$ cat src/rtl/mhsic_pkg.sv
// ----------------------------------------------------------------------------
// mhsic_pkg
// Shared constants, widths and types of the magnetometer iron-correction core.
// ----------------------------------------------------------------------------
package mhsic_pkg;

  // Sample and ratio formats
  localparam int SAMPLE_BITS     = 16;
  localparam int RATIO_FRAC_BITS = 12;
  localparam int NUM_AXES        = 3;

  // Fixed field widths
  localparam int SCALE_W    = 16;
  localparam int SCALE_FRAC = 14;
  localparam int EARTH_W    = 15;
  localparam int RATIO_W    = 16;
  localparam int CFG_IDX_W  = 3;
  localparam int CFG_W      = (SAMPLE_BITS > SCALE_W) ? SAMPLE_BITS : SCALE_W;

  // Derived datapath widths
  localparam int PROD_W = SAMPLE_BITS + 1 + SCALE_W;   // (raw - offset) * scale
  localparam int SHR_W  = PROD_W - SCALE_FRAC;          // product after the Q2.14 shift
  localparam int SQ_W   = 2 * SAMPLE_BITS - 1;          // square of one saturated axis
  localparam int SUM_W  = 2 * SAMPLE_BITS;              // sum of three squares
  localparam int NUM_W  = SAMPLE_BITS + RATIO_FRAC_BITS; // magnitude scaled for the ratio

  // Smoothing: floor((99 * old + new) / 100), division by reciprocal multiply
  localparam int              SMOOTH_OLD   = 99;
  localparam int              ACC_W        = RATIO_W + 7;
  localparam int              RECIP_W      = 24;
  localparam int              SMOOTH_SHIFT = 30;
  localparam logic [RECIP_W-1:0] SMOOTH_RECIP = 24'd10737419;  // ceil(2^30 / 100)
  localparam int              MULT_W       = ACC_W + RECIP_W;

  // Reset values of the registers
  localparam logic [SAMPLE_BITS-1:0] OFFSET_RST = '0;
  localparam logic [SCALE_W-1:0]     SCALE_RST  = 16'd16384;
  localparam logic [EARTH_W-1:0]     EARTH_RST  = 15'd436;

  // Register indexes of the configuration port
  typedef enum logic [CFG_IDX_W-1:0] {
    CFG_OFFSET_X    = 3'd0,
    CFG_OFFSET_Y    = 3'd1,
    CFG_OFFSET_Z    = 3'd2,
    CFG_SCALE_X     = 3'd3,
    CFG_SCALE_Y     = 3'd4,
    CFG_SCALE_Z     = 3'd5,
    CFG_EARTH_FIELD = 3'd6
  } cfg_idx_e;

  // What one axis lane hands to the merge unit
  typedef struct packed {
    logic                   vld;
    logic [SAMPLE_BITS-1:0] cal;
    logic [SQ_W-1:0]        sq;
  } lane_res_t;

  // What the merge unit hands to the output stage
  typedef struct packed {
    logic               vld;
    logic [RATIO_W-1:0] ratio;
  } merge_res_t;

endpackage

$ cat src/rtl/mhsic_lane.sv
// ----------------------------------------------------------------------------
// mhsic_lane
// One axis: subtract the hard-iron offset, apply the Q2.14 scale with floor
// rounding and saturation, then square the corrected value.
// ----------------------------------------------------------------------------
module mhsic_lane import mhsic_pkg::*; (
  input  logic                   clk_i,
  input  logic                   rst_ni,
  input  logic                   start_i,
  input  logic [SAMPLE_BITS-1:0] raw_i,
  input  logic [SAMPLE_BITS-1:0] offset_i,
  input  logic [SCALE_W-1:0]     scale_i,
  output lane_res_t              res_o
);

  logic signed [SAMPLE_BITS:0]   diff_w;
  logic signed [PROD_W-1:0]      prod_d, prod_q;
  logic signed [SHR_W-1:0]       shr_w;
  logic                          ovf_w;
  logic [SAMPLE_BITS-1:0]        cal_d, cal_q;
  logic signed [SUM_W-1:0]       sq_full_w;
  logic [SQ_W-1:0]               sq_q;
  logic                          v1_q, v2_q, v3_q;

  // Offset removal and scale multiply, both exact
  assign diff_w = $signed({raw_i[SAMPLE_BITS-1], raw_i})
                - $signed({offset_i[SAMPLE_BITS-1], offset_i});
  assign prod_d = PROD_W'(diff_w) * PROD_W'($signed({1'b0, scale_i}));

  // Floor shift, then clamp when the upper bits are not a plain sign extension
  assign shr_w = SHR_W'(prod_q >>> SCALE_FRAC);
  assign ovf_w = (shr_w[SHR_W-1:SAMPLE_BITS-1] != {(SHR_W-SAMPLE_BITS+1){1'b0}})
              && (shr_w[SHR_W-1:SAMPLE_BITS-1] != {(SHR_W-SAMPLE_BITS+1){1'b1}});

  always_comb begin
    if (!ovf_w) begin
      cal_d = shr_w[SAMPLE_BITS-1:0];
    end else if (shr_w[SHR_W-1]) begin
      cal_d = {1'b1, {(SAMPLE_BITS-1){1'b0}}};
    end else begin
      cal_d = {1'b0, {(SAMPLE_BITS-1){1'b1}}};
    end
  end

  // Square of the saturated axis, never negative
  assign sq_full_w = SUM_W'($signed(cal_q)) * SUM_W'($signed(cal_q));

  // Stage valids
  always_ff @(posedge clk_i or negedge rst_ni) begin
    if (!rst_ni) begin
      v1_q <= 1'b0;
      v2_q <= 1'b0;
      v3_q <= 1'b0;
    end else begin
      v1_q <= start_i;
      v2_q <= v1_q;
      v3_q <= v2_q;
    end
  end

  // Stage data; cal holds until the next sample starts
  always_ff @(posedge clk_i) begin
    if (start_i) begin
      prod_q <= prod_d;
    end
    if (v1_q) begin
      cal_q <= cal_d;
    end
    if (v2_q) begin
      sq_q <= sq_full_w[SQ_W-1:0];
    end
  end

  assign res_o.vld = v3_q;
  assign res_o.cal = cal_q;
  assign res_o.sq  = sq_q;

endmodule

$ cat config.mk
export PLATFORM = sky130hd
export DESIGN_NAME = mhsic_lane
export DESIGN_NICKNAME = d
export VERILOG_FILES = /design/src/rtl/mhsic_pkg.sv /design/src/rtl/mhsic_lane.sv
export SDC_FILE = /design/constraint.sdc
export NUM_CORES = 1
export LEC_CHECK = 0
export ABC_AREA = 1
export BUFFER_PORTS_ARGS = -buffer_cell sky130_fd_sc_hd__buf_2
export CORE_ASPECT_RATIO = 1.1
export CORE_MARGIN = 5
export CORE_UTILIZATION = 50
export CTS_BUF_LIST = sky130_fd_sc_hd__clkbuf_8
export DETAILED_ROUTE_END_ITERATION = 10
export PLACE_DENSITY = 0.73
export SETUP_SLACK_MARGIN = 0.2
export SLEW_MARGIN = 20
export SYNTH_ARGS = -nofsm -noshare
export SYNTH_HDL_FRONTEND = slang
export SYNTH_SLANG_ARGS = --single-unit
$ cat constraint.sdc
create_clock -name clk_i -period 6.67 [get_ports clk_i]
set_input_delay 0 -clock clk_i [delete_from_list [all_inputs] [get_ports clk_i]]
set_output_delay 0 -clock clk_i [all_outputs]
set_load 0.02 [all_outputs]
# --- Word level (Yosys, flattened, before mapping) ---
# Index checks and enable logic that the tools add are counted.
totals:
  ram_bits: 0
  rom_bits: 0
  word_cells: 14
  latch_bits: 0
  reg_bits: 83
  in_bits: 51
  out_inout_bits: 48
  memories: 0
classes:
  add_sub_neg: 1
  n_reduce_logical: 2
  n_bitwise: 0
  n_eq_ne: 1
  multipliers: 2
  n_shift: 0
  n_lt_le_gt_ge: 0
  n_div: 0
  muxes: 2
ops:
  columns: ["cell", "n"]
  rows:
  - ["17-bit by 17-bit multiplier with 33-bit output", 1]
  - ["16-bit 2-to-1 mux", 2]
  - ["16-bit by 16-bit multiplier with 31-bit output", 1]
  - ["16-bit by 16-bit subtractor with 17-bit output", 1]
  - ["4-bit != test, second input constant", 1]
  - ["4-bit nonzero test", 1]
  - ["1-bit logical AND", 1]

# --- Depth between registers and ports, before layout ---
depth:
  ltp_word: 3
  mapped_depth: 37
  ltp_nobuf: 36

# --- Worst setup path before layout ---
# OpenSTA, ideal clock, no wires.
synth_path:
  kind: "input to register"
  startpoint: "in raw_i[0]"
  endpoint: "reg prod_q[32] (data pin)"
  slack_ps: 460
  t_arrival_ps: 5957
  path_stages: 36
  required_ps: 6417
  path_cell_list: "inv_1 -> ha_1 -> fa_1 -> inv_1 -> nand3_1 -> nand2_2 -> nand2_4 -> nand2_4 -> nand2_1 -> nand2_1 -> nand2_2 -> nand2_2 -> buf_12 -> nor2_4 -> fa_1 -> inv_1 -> fa_1 -> inv_1 -> xor2_1 -> a22o_1 -> fa_1 -> fa_1 -> inv_1 -> fa_1 -> inv_1 -> ha_1 -> inv_1 -> o21ai_0 -> nand2_1 -> nand2_1 -> a21oi_1 -> nand2_1 -> inv_1 -> nand2_1 -> nand3_1 -> nand2_1"
synth_between:
  elab_chain_len: 2
synth_rtl:
  columns: ["element", "line", "source"]
  rows:
  - ["start, declared", "mhsic_lane.sv:10", "input logic [SAMPLE_BITS-1:0] raw_i,"]
  - ["16-bit by 16-bit subtractor with 17-bit output", "mhsic_lane.sv:27", "- $signed({offset_i[SAMPLE_BITS-1], offset_i});"]
  - ["17-bit by 17-bit multiplier with 33-bit output", "mhsic_lane.sv:28", "assign prod_d = PROD_W'(diff_w) * PROD_W'($signed({1'b0, scale_i}));"]
  - ["named net prod_d[32]", "mhsic_lane.sv:17", "logic signed [PROD_W-1:0] prod_d, prod_q;"]
  - ["end signal, assigned", "mhsic_lane.sv:64", "prod_q <= prod_d;"]
  - ["end, declared", "mhsic_lane.sv:17", null]
# The timed path passes the listed nets, and every way through them passes these cells.
# A chain may end at the register's enable or synchronous reset.

# --- Worst setup path in the final report ---
layout_path:
  startpoint: "in raw_i[0]"
  endpoint: "reg prod_q[23] (data pin)"
# Same word-level chain as after synthesis.

==> results_tabular.tex <==
\begin{tabular}{lr}
\hline
Metric & Value \\
\hline
\multicolumn{2}{l}{\textbf{Run status}} \\
Result of the run & completed \\
\multicolumn{2}{l}{\textbf{Worst setup path}} \\
Cell at the slowest stage of the critical path & sky130\_fd\_sc\_hd\_\_fa\_1 \\
Top Family by Delay on Critical Path & adder cells \\
Arrival time of the worst setup path & 6.35 ns \\
Most prevalent standard cell on the critical path & sky130\_fd\_sc\_hd\_\_inv\_1 \\
Biggest cell delay along the critical path & 0.52 ns \\
Type of element launching the critical path & primary input \\
Setup Crit Path Kind & in2reg \\
Number of cells on the worst reg-to-reg path & 21 \\
Bufs and invs on worst path & 11 \\
Worst path required time & 6.80 ns \\
Reg2reg end & sq\_q[30] \\
Setup crit end kind & flop \\
R2R setup slack & 0.65 ns \\
R2r startpoint & cal\_q[2] \\
Maximum fanout along the worst path & 6 \\
\multicolumn{2}{l}{\textbf{Floorplanning}} \\
Count of boundary I/O pins & 99 \\
Initial standard-cell utilization of the core & 0.503 \\
CORE AREA & 46400 um2 \\
Die Height & 237 um \\
Total Die Area & 51100 um2 \\
Standard-cell rows & 83 \\
Width of the die & 216 um \\
\multicolumn{2}{l}{\textbf{Global routing}} \\
Maximum number of pins on one net before global-route repair & 32 \\
Vias in the first global route & 19500 \\
First-pass GRT wire length & 94700 um \\
All-layer global routing usage & 0.228 \\
Initial antenna violation count & 0 \\
GRT Residual Overflow & 0 \\
\multicolumn{2}{l}{\textbf{Routing}} \\
Final wirelength & 56300 um \\
Total number of vias & 18300 \\
Via density & 5.07 \\
Iter 0 DRT Violations & 1087 \\
Total DRC errors in the routed layout & 0 \\
Antenna Violating Nets Remaining & 0 \\
Router iterations before antenna repair & 5 \\
Wire length per cell after detailed routing & 15.6 um \\
\multicolumn{2}{l}{\textbf{Timing}} \\
Actual transition at the worst max-transition pin & 0.868 ns \\
Period utilization & 0.932 \\
Unrepaired setup endpoints after global routing & true \\
Highest Clock Rate & 161 MHz \\
Max transition margin & 0.421 \\
Worst hold slack after final layout & 0.509 ns \\
Fin crit period & 6.21 ns \\
Slew Limit Fails & 0 \\
Final setup fails & 0 \\
Worst Slack Setup Final & 0.455 ns \\
Worst-case clock skew & 0.0233 ns \\
Final count of hold timing violations & 0 \\
\multicolumn{2}{l}{\textbf{Clocking}} \\
Clock network latency to the later pin of the worst-skew pair & 0.38 ns \\
CTS root buf & sky130\_fd\_sc\_hd\_\_clkbuf\_8 \\
CTS sink count & 68 \\
Clock transition at the register clock pins on the worst setup and hold paths after CTS & 0.10 ns \\
Number of clock buffers inserted by TritonCTS & 9 \\
Buffers from clock root to sink, at most & 2 \\
H-tree levels & 3 \\
CTS tree & built \\
\multicolumn{2}{l}{\textbf{Cells and area}} \\
Layout cells sized above 1 & 0.0931 \\
Net count of the finished layout & 3733 \\
Final std cells w/o fill & 3603 \\
Final design utilization & 0.544 \\
Area Overhead vs Synth & 8.10\% \\
Antenna diode instance count & 0 \\
\multicolumn{2}{l}{\textbf{Synth}} \\
Count of cell types in the netlist & 51 \\
Adder-cell share of the synthesized area & 0.523 \\
Register area share after synthesis & 0.0868 \\
Combinational family with the most area after synthesis & adder cells \\
Post-synth ARST share & 0.0441 \\
Yosys warnings & 0 \\
Mux contribution to synthesized area & 0 \\
Post-synthesis net count & 3609 \\
Simple logic cell fraction of the synthesized area & 0.171 \\
Share of the synthesized netlist area taken by xor and xnor gates & 0.0251 \\
FF+latch count, synth & 68 \\
Mean instance size in the synthesized netlist & 8.11 um2 \\
Number of flops mapped to enable cells by yosys & 65 \\
Number of standard cells after synthesis & 2879 \\
Synth Cell Area & 23400 um2 \\
Commonest register cell after synthesis & sky130\_fd\_sc\_hd\_\_edfxtp\_1 \\
Compound-Gate Fraction of Synth Area & 0.0378 \\
\multicolumn{2}{l}{\textbf{Placement}} \\
RD Place Congestion & 0.957 \\
Placed wire-length estimate after detailed placement & 48700 um \\
Count of buffers inserted at the top-level ports & 97 \\
Worst setup slack before clock tree synthesis & -0.151 ns \\
Placed instance count & 3579 \\
\multicolumn{2}{l}{\textbf{Run}} \\
Total of max-cap violations & 0 \\
\multicolumn{2}{l}{\textbf{Hold path}} \\
Worst Hold Class & in2async \\
\hline
\end{tabular}
per-stage QoR:
| step | instance area (um2) | TNS (ns) |
|---|---|---|
| after floorplan | 23400 | 0 |
| after global placement | 24800 | -0.700 |
| after detailed placement | 24800 | -0.711 |
| after CTS | 25100 | 0 |
| after global routing | 25200 | 0 |
| final | 25200 | 0 |
worst max path at each step:
stage / startpoint / to / slack, ns / cells past startpoint
after global placement: raw_i[0] / prod_q[20] / -0.21 / 29
after detailed placement: raw_i[2] / prod_q[32] / -0.15 / 28
after CTS: raw_i[0] / prod_q[20] / 0.23 / 30
final: raw_i[0] / prod_q[23] / 0.46 / 32
after global routing: offset_i[2] / prod_q[20] / 0.16 / 29
after floorplan: raw_i[0] / prod_q[32] / 0.46 / 36
final cells by class:
class                   count  area, um2
fillers                  4290      21200
multi-input cells        1857      17800
inverters                 888       3340
flip-flops and latches     68       2030
repair buffers            179       1120
well taps                 595        744
clock buffers               9        124
clock inverters             7       58.8
what timing repair did:
action,4_1_cts,5_1_grt
gates resized for setup,0,32
hold endpoints to repair,4,0
endpoints found under the setup margin,0,19
hold buffers,3,0
buffers inserted,0,5
routing by layer:
| layer | part of all wire | vias to the layer above | track usage |
|---|---|---|---|
| met5 | 0 | - | 0 |
| met4 | 0.032 | 0 | 0.0671 |
| met3 | 0.073 | 124 | 0.0427 |
| met2 | 0.51 | 599 | 0.408 |
| met1 | 0.39 | 9003 | 0.283 |
| li1 | - | 8554 | - |
synth_stat cells, types with 15 or more instances:
cell type / instances / area (um2)
sky130_fd_sc_hd__a21oi_1: 73 / 365
sky130_fd_sc_hd__clkbuf_1: 56 / 210
sky130_fd_sc_hd__edfxtp_1: 65 / 1950
sky130_fd_sc_hd__fa_1: 497 / 9950
sky130_fd_sc_hd__ha_1: 182 / 2280
sky130_fd_sc_hd__inv_1: 862 / 3240
sky130_fd_sc_hd__inv_2: 17 / 63.8
sky130_fd_sc_hd__nand2_1: 519 / 1950
sky130_fd_sc_hd__nand3_1: 108 / 541
sky130_fd_sc_hd__nand4_1: 15 / 93.8
sky130_fd_sc_hd__nor2_1: 235 / 882
sky130_fd_sc_hd__o21ai_0: 54 / 270
sky130_fd_sc_hd__xnor2_1: 15 / 131
sky130_fd_sc_hd__xor2_1: 50 / 438
worst register-to-register path, stage by stage (launching register included):
cell	delay, ns
sky130_fd_sc_hd__edfxtp_1	0.72
sky130_fd_sc_hd__nand2_1	0.21
sky130_fd_sc_hd__inv_1	0.12
sky130_fd_sc_hd__fa_1	0.46
sky130_fd_sc_hd__fa_1	0.50
sky130_fd_sc_hd__buf_4	0.19
sky130_fd_sc_hd__fa_1	0.47
sky130_fd_sc_hd__inv_1	0.05
sky130_fd_sc_hd__fa_1	0.56
sky130_fd_sc_hd__fa_1	0.44
sky130_fd_sc_hd__fa_1	0.54
sky130_fd_sc_hd__inv_1	0.07
sky130_fd_sc_hd__ha_1	0.39
sky130_fd_sc_hd__nand2_1	0.15
sky130_fd_sc_hd__nor2_1	0.17
sky130_fd_sc_hd__nand2_1	0.11
sky130_fd_sc_hd__nor3_1	0.15
sky130_fd_sc_hd__nand2_1	0.08
sky130_fd_sc_hd__nand3_1	0.20
sky130_fd_sc_hd__inv_1	0.07
sky130_fd_sc_hd__nand2_1	0.06
sky130_fd_sc_hd__nand2_1	0.06
flip-flops by register name, indices dropped and copies added, names as in the netlist:
signal,count
cal_q,16
prod_q,19
sq_q,30
v1_q,1
v2_q,1
v3_q,1
cells by family (layout without fill, tap and decap cells):
group	count (synthesis)	count (layout)
buffers and inverters	954	1083
AO/OA/AOI/OAI	158	158
AND/OR/NAND/NOR	953	953
XOR/XNOR	66	66
flip-flops	68	68
adder cells (fa/ha/maj)	679	679
other	1	1
cell usage in the layout (no fill, tap or decap), types with 12 or more instances in the layout:
master                     synthesis  final
sky130_fd_sc_hd__edfxtp_1         65     65
sky130_fd_sc_hd__xnor2_1          15     15
sky130_fd_sc_hd__nand4_1          15     15
sky130_fd_sc_hd__fa_1            497    495
sky130_fd_sc_hd__nor3_1           14     12
sky130_fd_sc_hd__buf_2             2     97
sky130_fd_sc_hd__a21oi_1          73     66
sky130_fd_sc_hd__xor2_1           50     50
sky130_fd_sc_hd__ha_1            182    179
sky130_fd_sc_hd__buf_4             4     78
sky130_fd_sc_hd__nand3_1         108    108
sky130_fd_sc_hd__nand2_1         519    518
sky130_fd_sc_hd__nor2_2           11     15
sky130_fd_sc_hd__inv_2            17     16
sky130_fd_sc_hd__nor2_1          235    231
sky130_fd_sc_hd__inv_1           862    862
sky130_fd_sc_hd__o21ai_0          54     54
Power is not shown: default switching activity piles up to over one toggle a cycle in this logic, so the estimate is an artifact.
