### src/rtl/mhsic_pkg.sv
// ----------------------------------------------------------------------------
// mhsic_pkg
// Shared constants, widths and types of the magnetometer iron-correction core.
// ----------------------------------------------------------------------------
package mhsic_pkg;

  // Sample and ratio formats
  localparam int SAMPLE_BITS     = 16;
  localparam int RATIO_FRAC_BITS = 12;
  localparam int NUM_AXES        = 3;

  // Fixed field widths
  localparam int SCALE_W    = 16;
  localparam int SCALE_FRAC = 14;
  localparam int EARTH_W    = 15;
  localparam int RATIO_W    = 16;
  localparam int CFG_IDX_W  = 3;
  localparam int CFG_W      = (SAMPLE_BITS > SCALE_W) ? SAMPLE_BITS : SCALE_W;

  // Derived datapath widths
  localparam int PROD_W = SAMPLE_BITS + 1 + SCALE_W;   // (raw - offset) * scale
  localparam int SHR_W  = PROD_W - SCALE_FRAC;          // product after the Q2.14 shift
  localparam int SQ_W   = 2 * SAMPLE_BITS - 1;          // square of one saturated axis
  localparam int SUM_W  = 2 * SAMPLE_BITS;              // sum of three squares
  localparam int NUM_W  = SAMPLE_BITS + RATIO_FRAC_BITS; // magnitude scaled for the ratio

  // Smoothing: floor((99 * old + new) / 100), division by reciprocal multiply
  localparam int              SMOOTH_OLD   = 99;
  localparam int              ACC_W        = RATIO_W + 7;
  localparam int              RECIP_W      = 24;
  localparam int              SMOOTH_SHIFT = 30;
  localparam logic [RECIP_W-1:0] SMOOTH_RECIP = 24'd10737419;  // ceil(2^30 / 100)
  localparam int              MULT_W       = ACC_W + RECIP_W;

  // Reset values of the registers
  localparam logic [SAMPLE_BITS-1:0] OFFSET_RST = '0;
  localparam logic [SCALE_W-1:0]     SCALE_RST  = 16'd16384;
  localparam logic [EARTH_W-1:0]     EARTH_RST  = 15'd436;

  // Register indexes of the configuration port
  typedef enum logic [CFG_IDX_W-1:0] {
    CFG_OFFSET_X    = 3'd0,
    CFG_OFFSET_Y    = 3'd1,
    CFG_OFFSET_Z    = 3'd2,
    CFG_SCALE_X     = 3'd3,
    CFG_SCALE_Y     = 3'd4,
    CFG_SCALE_Z     = 3'd5,
    CFG_EARTH_FIELD = 3'd6
  } cfg_idx_e;

  // What one axis lane hands to the merge unit
  typedef struct packed {
    logic                   vld;
    logic [SAMPLE_BITS-1:0] cal;
    logic [SQ_W-1:0]        sq;
  } lane_res_t;

  // What the merge unit hands to the output stage
  typedef struct packed {
    logic               vld;
    logic [RATIO_W-1:0] ratio;
  } merge_res_t;

endpackage

### src/rtl/mhsic_merge.sv
// ----------------------------------------------------------------------------
// mhsic_merge
// Combine the lanes: sum of squares, bit-serial square root, radix-4 ratio
// divider against the earth field, and the 99/100 smoothing filter.
// ----------------------------------------------------------------------------
module mhsic_merge import mhsic_pkg::*; (
  input  logic               clk_i,
  input  logic               rst_ni,
  input  lane_res_t          lanes_i [NUM_AXES],
  input  logic [EARTH_W-1:0] earth_i,
  input  logic               res_ready_i,
  output merge_res_t         res_o
);

  localparam int CNT_W     = $clog2(SAMPLE_BITS);
  localparam int DIV_STEPS = RATIO_W / 2;
  localparam int CMP_W     = SAMPLE_BITS + EARTH_W + RATIO_W;

  typedef enum logic [2:0] {
    S_IDLE,
    S_SQRT,
    S_RATIO,
    S_DIV,
    S_BLEND,
    S_SCALE,
    S_WRITE,
    S_DONE
  } state_e;

  state_e                 state_q;
  logic [CNT_W-1:0]       cnt_q;
  logic [RATIO_W-1:0]     smooth_q;

  logic                   lanes_vld_w;
  logic [SUM_W-1:0]       sum_w, sum_q;
  logic [SAMPLE_BITS+1:0] rem_sh_w, trial_w, srem_d, srem_q;
  logic                   sq_ge_w;
  logic [SAMPLE_BITS-1:0] root_d, root_q;
  logic [NUM_W-1:0]       num_w;
  logic                   sat_w;
  logic [EARTH_W-1:0]     drem_d, drem_q;
  logic [RATIO_W-1:0]     dlo_d, dlo_q;
  logic [EARTH_W:0]       dsh_w [2];
  logic                   dge_w [2];
  logic [ACC_W-1:0]       acc_q;
  logic [MULT_W-1:0]      mult_q;

  assign lanes_vld_w = lanes_i[0].vld & lanes_i[1].vld & lanes_i[2].vld;
  assign sum_w = SUM_W'(lanes_i[0].sq) + SUM_W'(lanes_i[1].sq) + SUM_W'(lanes_i[2].sq);

  // One root bit per step: bring down two radicand bits, try 4*root + 1
  assign rem_sh_w = {srem_q[SAMPLE_BITS-1:0], sum_q[SUM_W-1 -: 2]};
  assign trial_w  = {root_q, 2'b01};
  assign sq_ge_w  = rem_sh_w >= trial_w;
  assign srem_d   = sq_ge_w ? rem_sh_w - trial_w : rem_sh_w;
  assign root_d   = {root_q[SAMPLE_BITS-2:0], sq_ge_w};

  // Ratio saturates when the quotient would need more than RATIO_W bits
  assign num_w = {root_q, {RATIO_FRAC_BITS{1'b0}}};
  assign sat_w = CMP_W'(root_q) >= (CMP_W'(earth_i) << (RATIO_W - RATIO_FRAC_BITS));

  // Two restoring divide steps; quotient bits shift in as dividend bits leave
  always_comb begin
    dsh_w[0] = {drem_q, dlo_q[RATIO_W-1]};
    dge_w[0] = dsh_w[0] >= {1'b0, earth_i};
    dsh_w[1] = {(dge_w[0] ? EARTH_W'(dsh_w[0] - {1'b0, earth_i}) : EARTH_W'(dsh_w[0])),
                dlo_q[RATIO_W-2]};
    dge_w[1] = dsh_w[1] >= {1'b0, earth_i};
    drem_d   = dge_w[1] ? EARTH_W'(dsh_w[1] - {1'b0, earth_i}) : EARTH_W'(dsh_w[1]);
    dlo_d    = {dlo_q[RATIO_W-3:0], dge_w[0], dge_w[1]};
  end

  // Sequencer and kept filter state
  always_ff @(posedge clk_i or negedge rst_ni) begin
    if (!rst_ni) begin
      state_q  <= S_IDLE;
      cnt_q    <= '0;
      smooth_q <= '0;
    end else begin
      unique case (state_q)
        S_IDLE: begin
          cnt_q <= '0;
          if (lanes_vld_w) begin
            state_q <= S_SQRT;
          end
        end
        S_SQRT: begin
          cnt_q <= cnt_q + 1'b1;
          if (cnt_q == CNT_W'(SAMPLE_BITS - 1)) begin
            state_q <= S_RATIO;
          end
        end
        S_RATIO: begin
          cnt_q   <= '0;
          state_q <= sat_w ? S_BLEND : S_DIV;
        end
        S_DIV: begin
          cnt_q <= cnt_q + 1'b1;
          if (cnt_q == CNT_W'(DIV_STEPS - 1)) begin
            state_q <= S_BLEND;
          end
        end
        S_BLEND: begin
          state_q <= S_SCALE;
        end
        S_SCALE: begin
          state_q <= S_WRITE;
        end
        S_WRITE: begin
          smooth_q <= mult_q[SMOOTH_SHIFT +: RATIO_W];
          state_q  <= S_DONE;
        end
        S_DONE: begin
          if (res_ready_i) begin
            state_q <= S_IDLE;
          end
        end
        default: begin
          state_q <= S_IDLE;
        end
      endcase
    end
  end

  // Datapath registers
  always_ff @(posedge clk_i) begin
    unique case (state_q)
      S_IDLE: begin
        if (lanes_vld_w) begin
          sum_q  <= sum_w;
          srem_q <= '0;
          root_q <= '0;
        end
      end
      S_SQRT: begin
        sum_q  <= sum_q << 2;
        srem_q <= srem_d;
        root_q <= root_d;
      end
      S_RATIO: begin
        if (sat_w) begin
          dlo_q <= '1;
        end else begin
          drem_q <= EARTH_W'(num_w >> RATIO_W);
          dlo_q  <= num_w[RATIO_W-1:0];
        end
      end
      S_DIV: begin
        drem_q <= drem_d;
        dlo_q  <= dlo_d;
      end
      S_BLEND: begin
        acc_q <= ACC_W'(smooth_q) * ACC_W'(SMOOTH_OLD) + ACC_W'(dlo_q);
      end
      S_SCALE: begin
        mult_q <= MULT_W'(acc_q) * MULT_W'(SMOOTH_RECIP);
      end
      default: begin
      end
    endcase
  end

  assign res_o.vld   = (state_q == S_DONE);
  assign res_o.ratio = smooth_q;

endmodule

### config.mk
export PLATFORM = sky130hd
export DESIGN_NAME = mhsic_merge
export DESIGN_NICKNAME = d
export VERILOG_FILES = /design/src/rtl/mhsic_pkg.sv /design/src/rtl/mhsic_merge.sv
export SDC_FILE = /design/constraint.sdc
export NUM_CORES = 1
export LEC_CHECK = 0
export BUFFER_PORTS_ARGS = -buffer_cell sky130_fd_sc_hd__buf_2
export CAP_MARGIN = 0
export CELL_PAD_IN_SITES_DETAIL_PLACEMENT = 0
export CELL_PAD_IN_SITES_GLOBAL_PLACEMENT = 1
export CORE_MARGIN = 2
export CORE_UTILIZATION = 50
export CTS_CLUSTER_DIAMETER = 100
export DETAILED_ROUTE_END_ITERATION = 10
export GPL_TIMING_DRIVEN = 0
export PLACE_DENSITY_LB_ADDON = 0.05
export RECOVER_POWER = 25
export SLEW_MARGIN = 20
export SYNTH_ARGS = -nofsm -noshare
export SYNTH_HDL_FRONTEND = slang
export SYNTH_SLANG_ARGS = --single-unit
### constraint.sdc
create_clock -name clk_i -period 16.6 [get_ports clk_i]
set_input_delay 2.49 -clock clk_i [delete_from_list [all_inputs] [get_ports clk_i]]
set_output_delay 2.49 -clock clk_i [all_outputs]
set_load 0.005 [all_outputs]
# Word-level counts from Yosys, hierarchy flattened
# Index checks and enable logic that the tools add are counted.
[totals] ff_bits=187 latchBits=0 ram_bits=0 rom_bits=0 input_bits=162 output_inout_bits=17 elab_cells=68 n_memories=0
[classes] addsub=7 multipliers=2 div_mod_pow=0 magnitude_cmp=4 n_eq_ne=14 shift=0 muxes=20 bitwise_logic=2 n_reduce_logical=9
[ops] op="16-bit case mux with 2 select lines" count=3
[ops] op="16-bit 2-to-1 mux" count=4
[ops] op="32-bit case mux with 2 select lines" count=1
[ops] op="23-bit by 24-bit multiplier with 46-bit output, second input constant" count=1
[ops] op="15-bit 2-to-1 mux" count=3
[ops] op="31-bit by 31-bit adder with 32-bit output" count=1
[ops] op="32-bit by 31-bit adder with 32-bit output" count=1
[ops] op="16-bit by 15-bit >= comparator with 1-bit output" count=2
[ops] op="32-bit 2-to-1 mux" count=1
[ops] op="15-bit case mux with 2 select lines" count=1
[ops] op="15-bit subtractor" count=2
[ops] op="3-bit case mux with 8 select lines" count=1
[ops] op="23-bit by 16-bit adder with 23-bit output" count=1
[ops] op="16-bit by 7-bit multiplier with 23-bit output, second input constant" count=1
[ops] op="16-bit by 19-bit >= comparator with 1-bit output" count=1
[ops] op="18-bit >= comparator" count=1
[ops] op="16-bit subtractor" count=1
[ops] op="3-bit 2-to-1 mux" count=5
[ops] op="3-bit == test, second input constant" count=4
[ops] op="2-bit != test, second input constant" count=5
[ops] op="4-bit case mux with 2 select lines" count=1
[ops] op="3-bit by 2-bit == test with 1-bit output, second input constant" count=2
[ops] op="2-bit nonzero test" count=3
[ops] op="4-bit by 1-bit adder with 4-bit output, second input constant" count=1
[ops] op="8 further kinds" count=11

# Depth between registers and ports, before layout
# Gate-level depths: netlist of run 1.
[logic_depth] depth_word=5 depth_mapped=28 ltp_nobuf=27

# Least setup slack after synthesis of run 1
# No wires, ideal clock.
[synth_timing] path_type="input port to flip-flop" from="input port lanes_i[47] (netlist bit)" to="register root_q[0], enable pin" t_arrival_ns=7.251 path_slack_ns=8.765 path_stages=2 n_path_buf=0 path_cell_list="nand3_1 -> a21boi_0"
[synth_between] elab_chain_len=3
[synth_lines] item="from (decl)" line_no="mhsic_merge.sv:9" rtl="input lane_res_t lanes_i [NUM_AXES],"
[synth_lines] item="1-bit AND" line_no="mhsic_merge.sv:48" rtl="assign lanes_vld_w = lanes_i[0].vld & lanes_i[1].vld & lanes_i[2].vld;"
[synth_lines] item="2-bit != test (no source line)"
[synth_lines] item="2-bit AND reduction (no source line)"
[synth_lines] item="to (signal assigned)" line_no="mhsic_merge.sv:138" rtl="root_q <= root_d;"
[synth_lines] item="to (decl)" line_no="mhsic_merge.sv:38" rtl="logic [SAMPLE_BITS-1:0] root_d, root_q;"
# No other way between the ends.
# A chain may end at the register's enable or synchronous reset.

# Final worst setup path of run 1
[layout_timing] from="register acc_q[14]" to="register mult_q[45], data pin"
[layout_between] elab_chain_len=1
[layout_lines] item="from (decl)" line_no="mhsic_merge.sv:45" rtl="logic [ACC_W-1:0] acc_q;"
[layout_lines] item="from (signal assigned)" line_no="mhsic_merge.sv:153" rtl="acc_q <= ACC_W'(smooth_q) * ACC_W'(SMOOTH_OLD) + ACC_W'(dlo_q);"
[layout_lines] item="23-bit by 24-bit multiplier with 46-bit output" line_no="mhsic_merge.sv:156" rtl="mult_q <= MULT_W'(acc_q) * MULT_W'(SMOOTH_RECIP);"
[layout_lines] item="to (signal assigned)" line_no="mhsic_merge.sv:156"
[layout_lines] item="to (decl)" line_no="mhsic_merge.sv:46" rtl="logic [MULT_W-1:0] mult_q;"
# No other way between the ends.

==> results.py, run 1 <==
metrics = {
    "yosys": {
        "syn_area_per_cell_um2": 10.3,
        "synth_flop_cell": "edfxtp_1",
        "netlist_top_cells_count": "inv_1 (460), ha_1 (405), fa_1 (264), edfxtp_1 (134), nor2_1 (131)",
        "synth_area_leader_cell": "fa_1",
        "synth_edf_count": 134,
        "synth_most_common_cell": "inv_1",
        "synth_area_um2": 21900,
        "postSynthCellCount": 2134,
        "synth_area_leaders": "fa_1 (24%), ha_1 (23%), edfxtp_1 (18%)",
        "synth-seq-cells": 157,
        "async_reset_ff_share_pct": 14.6,
        "ys_warn_count": 0,
        "synth.distinct_cells": 72,
        "synthesis.nets": 2965,
        "synth_seq_area_share_pct": 21.0,
        "synth_top_area_share_pct": 24.1,
    },
    "cts": {
        "ctsResizeCount": 0,
        "cts.clk_slew.worst_paths_ps": 70,
        "cts_tree": "yes",
        "cts-root-buf": "clkbuf_16",
        "clk_latency_ps": 450,
        "cts_hold_buffers": 0,
        "numCtsBuffers": 17,
        "clock_sinks": 157,
        "postCtsSetupRepairBufs": 0,
        "htree_num_levels": 4,
        "clock_path_buffers": 2,
    },
    "global_route": {
        "grt.overflow.total": 0,
        "grtUsageTotal_pct": 23.3,
        "grt_pass1_wl_um": 82300,
        "antenna_found_initial": 0,
        "grt_start_max_net_pins": 25,
        "grt_pass1_vias": 16000,
    },
    "timing": {
        "fmaxAchievable_mhz": 122,
        "finalHoldViolCount": 0,
        "setup_viol": 0,
        "drv_slew": 0,
        "rsz0062_at_grt": "false",
        "worstMarginPinSlew_ps": 1430,
        "min_period_ps": 8220,
        "fin_tns_setup_ps": 0,
        "slew_headroom_pct": 4.33,
        "fin_worst_skew_ps": 14.4,
        "timing.hold.ws_ps": 482,
        "finalCritPeriodShare_pct": 49.5,
    },
    "placed_design": {
        "placed_area_um2": 23500,
        "dpl.hpwl_um": 42000,
        "io_buffer_count": 130,
        "gp_congestion": 0.894,
    },
    "route": {
        "drc": 0,
        "wl_per_cell_um": 17.0,
        "routed_wl_um": 49000,
        "via_per_inst": 5.20,
        "drtIter0Drc": 764,
        "ant_nets": 0,
        "num_vias": 15000,
        "first_pass_iters": 4,
    },
    "setup_path": {
        "slowest_stage": "edfxtp_1",
        "worstSetupEndpointType": "flip-flop",
        "worst-path-max-fanout": 6,
        "crit_type": "flip-flop to flip-flop",
        "cp_num_buf_inv": 6,
        "critPathTopFamily": "adder cells",
        "arrival_ps": 8390,
        "cp_cell_sequence": "inv_1 -> fa_1 -> inv_1 -> ha_1 -> inv_1 -> fa_1 -> inv_1 -> fa_1 -> fa_1 -> fa_1 -> inv_1 -> fa_1 -> inv_1 -> ha_1 -> nand2_1 -> nor2_1 -> a211oi_1 -> o21ai_0 -> a311oi_1 -> o21ai_0 -> a41oi_2 -> o21ai_0 -> a2111oi_0 -> nor3_1",
        "cp-start-kind": "flip-flop",
        "worstPathRequired_ps": 16770,
        "slowest_delay_ps": 660,
    },
    "floorplan": {
        "die-height_um": 213,
        "dieArea_um2": 45600,
        "initial_core_util_pct": 50.8,
        "ioPinCount": 179,
        "rows": 76,
        "core_um2": 43200,
        "die_w_um": 213,
    },
    "cells_and_area": {
        "n_antenna_cell": 0,
        "fillers": 3932,
        "stdcell_area_um2": 24000,
        "syn2layout_area_growth_pct": 9.59,
        "multi_input_area_um2": 15500,
        "seq_area_um2": 4600,
        "final_util_pct": 55.7,
        "nets": 3121,
        "layout-drive-gt1-share_pct": 8.94,
    },
    "min_path": {
        "hold_path.class": "flip-flop to flip-flop",
    },
    "job": {
        "cap_violations": 0,
    },
    "outcome": {
        "status": "finished, final reports clean",
    },
}
flip-flops by register name (all words and copies together) (netlist names):
name      flops
acc_q        23
cnt_q         4
dlo_q        16
drem_q       15
mult_q       16
root_q       16
smooth_q     16
srem_q       16
state_q       3
sum_q        32
through the flow:
stage,worst slack (ps),std cells
6_report,8380,2888
5_1_grt,7940,2888
4_1_cts,8270,2888
3_5_place_dp,8060,2856
3_3_place_gp,6410,2849
2_1_floorplan,8760,2134
cell families (layout without fill, tap and decap cells):
family,count (synthesis),count (layout),share of synthesized area (%)
xor+xnor,102,102,4.07
simple gates,326,326,6.94
compound gates,347,347,10.2
fa+ha+maj,669,669,47.2
flops,157,157,21.0
mux,45,45,2.16
buf+inv,488,657,8.46
layer usage:
| metal | wire length [µm] | GRT usage (%) | part of all wire [%] | up-vias |
|---|---|---|---|---|
| li1 | - | - | - | 7422 |
| met1 | 22600 | 30.8 | 46 | 7392 |
| met2 | 24300 | 41.5 | 50 | 170 |
| met3 | 1310 | 2.65 | 2.7 | 34 |
| met4 | 718 | 4.67 | 1.5 | 0 |
| met5 | 0 | 0 | 0 | - |
worst reg2reg max path, stage by stage, from the launching register on:
cell	delay (ps)
edfxtp_1	660
inv_1	190
fa_1	620
inv_1	100
ha_1	280
inv_1	40
fa_1	480
inv_1	80
fa_1	510
fa_1	520
fa_1	540
inv_1	50
fa_1	560
inv_1	50
ha_1	320
nand2_1	80
nor2_1	40
a211oi_1	350
o21ai_0	380
a311oi_1	460
o21ai_0	280
a41oi_2	440
o21ai_0	330
a2111oi_0	490
nor3_1	110
worst paths after layout:
kind	slack, ps	start	endpoint	cells past startpoint
setup / recovery	8380	acc_q[14]	mult_q[45]	24
hold / removal	480	mult_q[38]	smooth_q[8]	1
setup reg to reg	8380	acc_q[14]	mult_q[45]	24
hold reg to reg	480	mult_q[38]	smooth_q[8]	1
max in group asynchronous	14130	rst_ni	cnt_q[0]	1
min in group asynchronous	2050	rst_ni	smooth_q[6]	1
placed cells by master (no fill, tap or decap), drive strengths merged, types with 64 or more instances in the layout:
| cell type | instances |
|---|---|
| nand2 | 73 |
| o21ai | 74 |
| inv | 465 |
| edfxtp | 134 |
| a21oi | 102 |
| fa | 264 |
| xnor2 | 64 |
| ha | 405 |
| nor2 | 131 |
| buf | 140 |
final cells by class:
cell class / instances / area share, %
multi-input combinational: 1489 / 64.5
sequential: 157 / 19.1
inverter: 460 / 7.18
timing repair buffer: 137 / 3.11
tap: 585 / 3.04
clock buffer: 18 / 1.79
clock inverter: 14 / 0.739
buffer: 28 / 0.536
Power of run 1 is not shown: default switching activity piles up to over one toggle a cycle in this logic, so the estimate is an artifact.
==> run 2, diff against run 1 <==
Settings changed: CORE_UTILIZATION 50 to 45.
Clock period 16.6 ns to 6.7 ns, I/O delays scaled along.
==> run 2 against run 1 <==
  * The run now ends with capacitance limit, slew limit, setup timing left
  * Sequential share of layout area shrank 0.64 points
  * First-iteration DRC count shrank 27%
  * Maximum frequency up 20%
  * Die area increased by 11%
==> results.py, run 2 (same netlist as run 1, synthesis figures left out) <==
metrics = {
    "setup_path": {
        "worst-path-max-fanout": 5,
        "worstPathRequired_ps": 6910,
        "crit_type": "flip-flop to flip-flop",
        "arrival_ps": 7070,
        "cp-start-kind": "flip-flop",
        "worstSetupEndpointType": "flip-flop",
    },
    "cells_and_area": {
        "nets": 3179,
        "seq_area_um2": 4600,
        "final_cell_mix": "inv_1 (447), ha_1 (393), fa_1 (259), edfxtp_1 (134), buf_2 (133)",
        "top_regs": "sum_q x32, acc_q x23",
        "multi_input_area_um2": 15900,
        "fillers": 4438,
        "largest_reg_flops": 32,
        "syn2layout_area_growth_pct": 13.4,
        "regMostFlops": "sum_q",
        "final_util_pct": 51.9,
        "layout-drive-gt1-share_pct": 14.0,
        "layout_commonest_cell": "inv_1",
        "fin_cells": 2977,
    },
    "timing": {
        "finalHoldViolCount": 0,
        "rsz0062_at_grt": "true",
        "drv_slew": 38,
        "fin_ws_ps": -160,
        "fin_worst_skew_ps": 13.0,
        "finalCritPeriodShare_pct": 102,
        "min_period_ps": 6860,
        "fmaxAchievable_mhz": 146,
        "worstMarginPinSlew_ps": 2360,
        "setup_viol": 11,
        "slew_headroom_pct": -58.5,
    },
    "outcome": {
        "violations": "capacitance limit, slew limit, setup timing",
        "status": "complete, but fails checks",
    },
    "route": {
        "ant_nets": 0,
        "drc": 0,
        "first_pass_iters": 5,
        "num_vias": 15200,
        "wl_per_cell_um": 17.3,
        "via_per_inst": 5.10,
        "routed_wl_um": 51600,
        "drtIter0Drc": 559,
    },
    "placed_design": {
        "dpl.hpwl_um": 43200,
        "io_buffer_count": 130,
        "gp_congestion": 0.883,
        "dp.cells": 2885,
    },
    "cts": {
        "clk_latency_ps": 480,
        "htree_num_levels": 4,
        "cts_tree": "yes",
        "cts.clk_slew.worst_paths_ps": 70,
        "cts-root-buf": "clkbuf_16",
        "clock_path_buffers": 2,
        "cts_hold_buffers": 0,
        "clock_sinks": 157,
        "numCtsBuffers": 17,
    },
    "min_path": {
        "hold_path.class": "flip-flop to flip-flop",
    },
    "global_route": {
        "grt.overflow.total": 0,
        "grt_start_max_net_pins": 24,
        "grt_pass1_vias": 16400,
        "grtUsageTotal_pct": 22.0,
        "grt_pass1_wl_um": 86100,
        "antenna_found_initial": 1,
    },
    "floorplan": {
        "die-height_um": 225,
        "rows": 80,
        "dieArea_um2": 50500,
        "core_um2": 47900,
        "initial_core_util_pct": 45.8,
        "ioPinCount": 179,
        "die_w_um": 225,
    },
    "job": {
        "cap_violations": 2,
    },
}
run 2: final timing paths:
kind | start | endpoint | slack (ps) | depth (start not counted)
max | acc_q[5] | mult_q[42] | -160 | 26
min | mult_q[37] | smooth_q[7] | 480 | 1
max in group asynchronous | rst_ni | smooth_q[12] | 4910 | 1
min reg2reg | mult_q[37] | smooth_q[7] | 480 | 1
max reg2reg | acc_q[5] | mult_q[42] | -160 | 26
min in group asynchronous | rst_ni | cnt_q[3] | 890 | 1
run 2: final cells by class:
class,count,share of cell area [%]
multi-input combinational,1489,63.9
sequential,157,18.5
inverter,460,6.94
timing repair buffer,195,4.77
tap,615,3.09
clock buffer,17,1.71
clock inverter,15,0.553
buffer,28,0.518
antenna,1,0.0101
run 2: timing repair:
action / in CTS / in global routing
buffers inserted: 49 / 13
resized for setup: 55 / 35
cloned: 0 / 0
setup endpoints to repair: 16 / 29
pin swaps: 47 / 36
run 2: critical path, cell delays in order (launching register included):
cell      delay, ps
edfxtp_1        520
fa_1            600
inv_2            60
fa_1            510
inv_2            40
fa_2            480
fa_1            530
inv_2            40
fa_2            340
fa_1            560
inv_2            40
fa_1            510
inv_2            50
ha_4            220
a21oi_4         150
nor2_2           50
a211oi_2        140
buf_4           150
o211a_1         200
o31ai_4         110
a311oi_2        340
o21ai_2         160
a41oi_4         290
buf_6           170
o31ai_4          70
a21oi_2         170
xnor2_1         100
run 2: layer usage:
metal	share of wire, %	global-route usage [%]	vias up
met3	2.8	2.44	41
met4	1.7	5.28	0
met1	46	28.7	7390
met5	0	0	-
met2	50	38.9	208
li1	-	-	7536
run 2: per-stage QoR:
step | setup slack [ps] | hold WS [ps] | instance area, µm² | setup TNS [ps]
global route | -374 | 499 | 24900 | -3520
floorplan | 6.15 | 455 | 21900 | 0
detailed placement | -1360 | 466 | 23500 | -18080
finish | -160 | 478 | 24900 | -1140
CTS | -251 | 481 | 24700 | -1230
global placement | -2210 | 463 | 23400 | -157480
Power of run 2 is left out for the same reason.
